`src/hw/rtl/lpht_pkg.sv`:
```
// ----------------------------------------------------------------------------
// lpht_pkg
// Types and constants shared by the linear-probe hash table modules.
// ----------------------------------------------------------------------------
package lpht_pkg;

   // Key mixer: xor-shift, multiply, xor-shift
   localparam logic [63:0] MIX_MUL   = 64'hff51afd7ed558ccd;
   localparam int          MIX_SHIFT = 33;
   localparam int          CHUNK_W   = 16;

   localparam int ENTRY_COUNT_W = 13;

   localparam logic [3:0] CAP_LOG2_MIN   = 4'd4;
   localparam logic [3:0] CAP_LOG2_RESET = 4'd12;

   // Operation codes
   localparam logic [1:0] OP_CLEAR  = 2'd0;
   localparam logic [1:0] OP_INSERT = 2'd1;
   localparam logic [1:0] OP_FIND   = 2'd2;

   // Result status codes
   localparam logic [2:0] STAT_STORED    = 3'd0;
   localparam logic [2:0] STAT_DUP       = 3'd1;
   localparam logic [2:0] STAT_ZERO_LEN  = 3'd2;
   localparam logic [2:0] STAT_FULL      = 3'd3;
   localparam logic [2:0] STAT_HIT       = 3'd4;
   localparam logic [2:0] STAT_MISS      = 3'd5;
   localparam logic [2:0] STAT_CLEARED   = 3'd6;
   localparam logic [2:0] STAT_NOT_READY = 3'd7;

   typedef struct packed {
      logic [1:0]  op;
      logic [63:0] key;
      logic [31:0] text_offset;
      logic [15:0] text_length;
   } req_type;

   typedef struct packed {
      logic [2:0]               status;
      logic [31:0]              found_offset;
      logic [15:0]              found_length;
      logic [ENTRY_COUNT_W-1:0] entry_count;
   } rsp_type;

   typedef struct packed {
      logic [63:0] key;
      logic [31:0] text_offset;
      logic [15:0] text_length;
   } slot_type;

   // Controller to datapath
   typedef struct packed {
      logic       item_load;
      logic       sweep_start;
      logic       sweep_step;
      logic       clear_commit;
      logic       mul_start;
      logic       mul_step;
      logic       load_home;
      logic       probe_next;
      logic       slot_write;
      logic       count_inc;
      logic       res_set;
      logic       res_hit;
      logic [2:0] res_code;
      logic       rsp_load;
   } cmd_type;

   // Datapath to controller
   typedef struct packed {
      logic [1:0] op;
      logic       len_zero;
      logic       table_ready;
      logic       sweep_last;
      logic       mul_done;
      logic       slot_empty;
      logic       key_match;
      logic       probe_last;
      logic       rsp_free;
   } sts_type;

endpackage

```
`src/hw/rtl/lpht_ctrl.sv`:
```
// ----------------------------------------------------------------------------
// lpht_ctrl
// Controller: sequences decode, clear sweep, key mixing, probing and the
// hand-off of each result to the output register.
// ----------------------------------------------------------------------------
module lpht_ctrl
   import lpht_pkg::*;
(
   input  logic    clock,
   input  logic    reset,
   input  logic    req_valid,
   output logic    req_ready,
   input  sts_type sts,
   output cmd_type cmd
);

   typedef enum logic [6:0] {
      CS_IDLE   = 7'b0000001,
      CS_DECODE = 7'b0000010,
      CS_SWEEP  = 7'b0000100,
      CS_MIX    = 7'b0001000,
      CS_READ   = 7'b0010000,
      CS_CHECK  = 7'b0100000,
      CS_FINISH = 7'b1000000
   } ctrl_state_type;

   ctrl_state_type state_ff, state_in;
   logic           is_insert;

   assign is_insert = (sts.op == OP_INSERT);

   always_comb begin
      cmd       = '0;
      state_in  = state_ff;
      req_ready = 1'b0;
      unique case (state_ff)
         CS_IDLE: begin
            req_ready     = 1'b1;
            cmd.item_load = req_valid;
            if (req_valid) begin
               state_in = CS_DECODE;
            end
         end
         CS_DECODE: begin
            priority if (sts.op == OP_CLEAR) begin
               cmd.sweep_start = 1'b1;
               state_in        = CS_SWEEP;
            end else if ((sts.op == OP_INSERT || sts.op == OP_FIND) &&
                         sts.table_ready) begin
               if (is_insert && sts.len_zero) begin
                  cmd.res_set  = 1'b1;
                  cmd.res_code = STAT_ZERO_LEN;
                  state_in     = CS_FINISH;
               end else begin
                  cmd.mul_start = 1'b1;
                  state_in      = CS_MIX;
               end
            end else begin
               cmd.res_set  = 1'b1;
               cmd.res_code = STAT_NOT_READY;
               state_in     = CS_FINISH;
            end
         end
         CS_SWEEP: begin
            cmd.sweep_step = 1'b1;
            if (sts.sweep_last) begin
               cmd.clear_commit = 1'b1;
               cmd.res_set      = 1'b1;
               cmd.res_code     = STAT_CLEARED;
               state_in         = CS_FINISH;
            end
         end
         CS_MIX: begin
            cmd.mul_step = 1'b1;
            if (sts.mul_done) begin
               cmd.load_home = 1'b1;
               state_in      = CS_READ;
            end
         end
         CS_READ: begin
            state_in = CS_CHECK;
         end
         CS_CHECK: begin
            // empty slot ends the chain before any key compare
            priority if (sts.slot_empty) begin
               cmd.res_set = 1'b1;
               if (is_insert) begin
                  cmd.slot_write = 1'b1;
                  cmd.count_inc  = 1'b1;
                  cmd.res_code   = STAT_STORED;
               end else begin
                  cmd.res_code = STAT_MISS;
               end
               state_in = CS_FINISH;
            end else if (sts.key_match) begin
               cmd.res_set  = 1'b1;
               cmd.res_hit  = !is_insert;
               cmd.res_code = is_insert ? STAT_DUP : STAT_HIT;
               state_in     = CS_FINISH;
            end else if (sts.probe_last) begin
               cmd.res_set  = 1'b1;
               cmd.res_code = is_insert ? STAT_FULL : STAT_MISS;
               state_in     = CS_FINISH;
            end else begin
               cmd.probe_next = 1'b1;
               state_in       = CS_READ;
            end
         end
         CS_FINISH: begin
            // hold until the output register can take the item
            if (sts.rsp_free) begin
               cmd.rsp_load = 1'b1;
               state_in     = CS_IDLE;
            end
         end
         default: begin
            state_in = CS_IDLE;
         end
      endcase
   end

   always_ff @(posedge clock) begin
      if (reset) begin
         state_ff <= CS_IDLE;
      end else begin
         state_ff <= state_in;
      end
   end

   a_no_result_overwrite: assert property (@(posedge clock) disable iff (reset)
      cmd.rsp_load |-> sts.rsp_free)
      else $error("result loaded while previous one still pending");

   a_hit_needs_match: assert property (@(posedge clock) disable iff (reset)
      cmd.res_hit |-> sts.key_match && !sts.slot_empty && !is_insert)
      else $error("hit reported without a matching occupied slot");

   a_state_onehot: assert property (@(posedge clock) disable iff (reset)
      $onehot(state_ff))
      else $error("controller state is not one-hot");

endmodule

```
`config.mk`:
```
export PLATFORM = sky130hd
export DESIGN_NAME = lpht_ctrl
export DESIGN_NICKNAME = d
export VERILOG_FILES = /design/src/hw/rtl/lpht_pkg.sv /design/src/hw/rtl/lpht_ctrl.sv
export SDC_FILE = /design/constraint.sdc
export NUM_CORES = 1
export LEC_CHECK = 0
export BUFFER_PORTS_ARGS = -buffer_cell sky130_fd_sc_hd__buf_2
export CORE_AREA = 2 2 39 41
export CTS_BUF_LIST = sky130_fd_sc_hd__clkbuf_8
export CTS_CLUSTER_DIAMETER = 120
export DETAILED_ROUTE_END_ITERATION = 10
export DIE_AREA = 0 0 41 43
export PLACE_DENSITY = 0.83
export SLEW_MARGIN = 20
export SYNTH_ARGS = -nofsm -noshare
export SYNTH_HDL_FRONTEND = slang
export SYNTH_SLANG_ARGS = --single-unit
```
`constraint.sdc`:
```
create_clock -name clock -period 2.7 [get_ports clock]
set_clock_uncertainty 0.15 [all_clocks]
set_input_delay 0.54 -clock clock [delete_from_list [all_inputs] [get_ports clock]]
set_output_delay 0.54 -clock clock [all_outputs]
set_load 0.05 [all_outputs]
```
==> results.cfg <==
[outcome]
outcome = completed

[timing]
rsz0062_at_grt = no
fin_crit_sh = 0.8975
finalHoldViolCount = 0
setup_viol = 0
fmax_mhz = 412.7
worst_slew_pin_slew_ns = 0.3738
relSlewSlack = 0.7473
fin_crit_ns = 2.423
finalSetupTns_ns = 0
slew_viol_final = 0

[drt]
vias = 705
post-route-drc-count = 0
postRouteAntennaNets = 0
drtIter0Drc = 10
wl_per_cell_um = 12.90
vias_per_cell = 5.465
dr.pass1.iters = 4
routed_wl_mm = 1.664

[worst_setup_path]
cp_slowest_stage_delay_ns = 0.35
crit_slowest_cell = dfxtp_1
end_kind = output port
worstSetupStartpoint = state_ff[6]
crit_required_ns = 2.01
r2r_cells = 5
reg2reg_slack_ns = 1.03
crit_family = simple AND/OR/NAND/NOR gates
criticalPathCategory = flop to output port
cp.depth = 5
endpoint = cmd[3]
reg2reg_to = state_ff[4]
worst-path-max-fanout = 7
startpoint_type = flop
r2r-start = state_ff[6]
crit_path_cell_trace = nor3_2 > nand4b_1 > or2_4 > o211ai_2 > buf_2
crit_buf_inv = 1
cp.arrival_ns = 1.73

[placed_design]
dp_hpwl_mm = 1.358
dp.cells = 125
port-buffer-count = 29
place.gp.congestion = 0.8432

[power_and_ir_drop]
vdd_ir_drop_max_v = 0.0002663
p_leak_nw = 0.4772
p_total_uw = 430.6
p_per_area_mw_per_mm2 = 490.2

[grt]
grt_pass1_vias = 660
gr-total-overflow = 0
antenna_found_initial = 0
grt_pass1_wl_mm = 2.898
track_usage = 0.2369
grt_max_degree = 11

[floorplan]
pin_count = 30
fp.dieW_um = 41
dieArea_mm2 = 0.001763
num_rows = 14
core_region_area_mm2 = 0.001384
die_h_um = 43
start_util = 0.4729

[cells_and_area]
nNetsFinal = 130
reg_top3 = state_ff x7
antenna_cells = 0
regMostFlops = state_ff
fin_cells = 129
largest_register_ffs = 7
syn_to_final_growth_pct = 34.23
drive_gt1_frac = 0.4159

[logic_synthesis]
syn_area_um2 = 654.4
synth_edf_count = 0
synth.avg_cell_area_um2 = 8.180
synth-seq-cells = 7
synth_common_cells = 9 x nor2_1, 7 x dfxtp_1, 7 x inv_1
yosysUniqueCellTypes = 38
yosys_warnings = 0
yosysTopAreaCell = dfxtp_1
synth_area_leaders = dfxtp_1 21%, ha_1 5.7%, nor2_1 5.2%, inv_1 4.0%, buf_4 3.4%
syn_nets = 96
synth_seq_area_share = 0.2141
ys.flop_type = dfxtp_1
synthCells = 80
async_flop_share = 0
synth.most_common_cell = nor2_1
synth_top_cell_area_share = 0.2141

[cts]
post_cts_resized = 0
cts_sinks = 7
cts_hold_buffers = 0
clk_path_buf_depth = 2
htreeDepth = 1
cts_tree = done
cts_buffers = 3
cts_root_buffer = clkbuf_8
clk_latency_ns = 0.23
path_clk_slew_ns = 0.04
postCtsSetupBuffers = 0

[run]
drv_cap = 0

[hold_path]
hold_path_class = flop to flop
hold_start = state_ff[2]
## cell type report
class,count,area (um^2)
clock buffers,3,41.29
multi-input cells,63,479.2
inverters,7,26.28
flip-flops and latches,7,140.1
well taps,16,20.02
clock inverters,1,3.754
repair buffers,32,167.7
fillers,116,505.5
## layer usage
layer  GRT usage  vias up  share of wire
li1            -      359              -
met1      0.3087      313           0.43
met2      0.3813       27           0.50
met3     0.03141        6          0.049
met4     0.08000        0          0.025
met5           0        -              0
## per-stage QoR
step | worst slack [ns] | hold WS [ns] | area (um^2) | util
3_3_place_gp | 0.3130 | 0.3920 | 833.3 | 0.6022
2_1_floorplan | 0.004151 | 0.3608 | 668.1 | -
5_1_grt | 0.1882 | 0.4004 | 878.3 | 0.6347
6_report | 0.2768 | 0.4140 | 878.3 | 0.6347
4_1_cts | 0.2792 | 0.4050 | 878.3 | 0.6347
3_5_place_dp | 0.2834 | 0.4045 | 833.3 | 0.6022
## how the worst min path moves through the flow
stage / depth (start not counted) / endpoint / slack [ns]
floorplan: 2 / state_ff[2] / 0.36
detailed placement: 2 / state_ff[2] / 0.40
global placement: 2 / state_ff[2] / 0.39
CTS: 2 / state_ff[6] / 0.40
finish: 2 / state_ff[2] / 0.41
global route: 2 / state_ff[6] / 0.40
## layout by cell type (no fill, tap or decap), types with 3 or more instances in the layout
cell type	count
a21oi_1	3
and2_1	3
buf_2	29
buf_4	3
clkbuf_8	3
dfxtp_1	7
ha_1	3
inv_1	8
nand2_1	6
nand3_1	4
nor2_1	9
## tightest hold or removal path: stages, from the launching register on
cell and delay, ns:
dfxtp_1 0.36, nand3_1 0.09, a21oi_1 0.06
## power by group
part | leakage, nW | switching (mW) | internal, mW
Sequential | 0.0569 | 0.0116 | 0.112
Clock | 0.0269 | 0.0470 | 0.0984
Combinational | 0.393 | 0.104 | 0.0578
Total | 0.477 | 0.162 | 0.268
## cells by family after synthesis
family | count (synthesis) | synth area share
AND/OR/NAND/NOR | 42 | 0.4169
buffers and inverters | 10 | 0.07457
XOR/XNOR | 1 | 0.01339
AO/OA/AOI/OAI | 17 | 0.2237
adder cells (fa/ha/maj) | 3 | 0.05737
flip-flops | 7 | 0.2141
No activity file was read; power rests on OpenSTA's default activity.
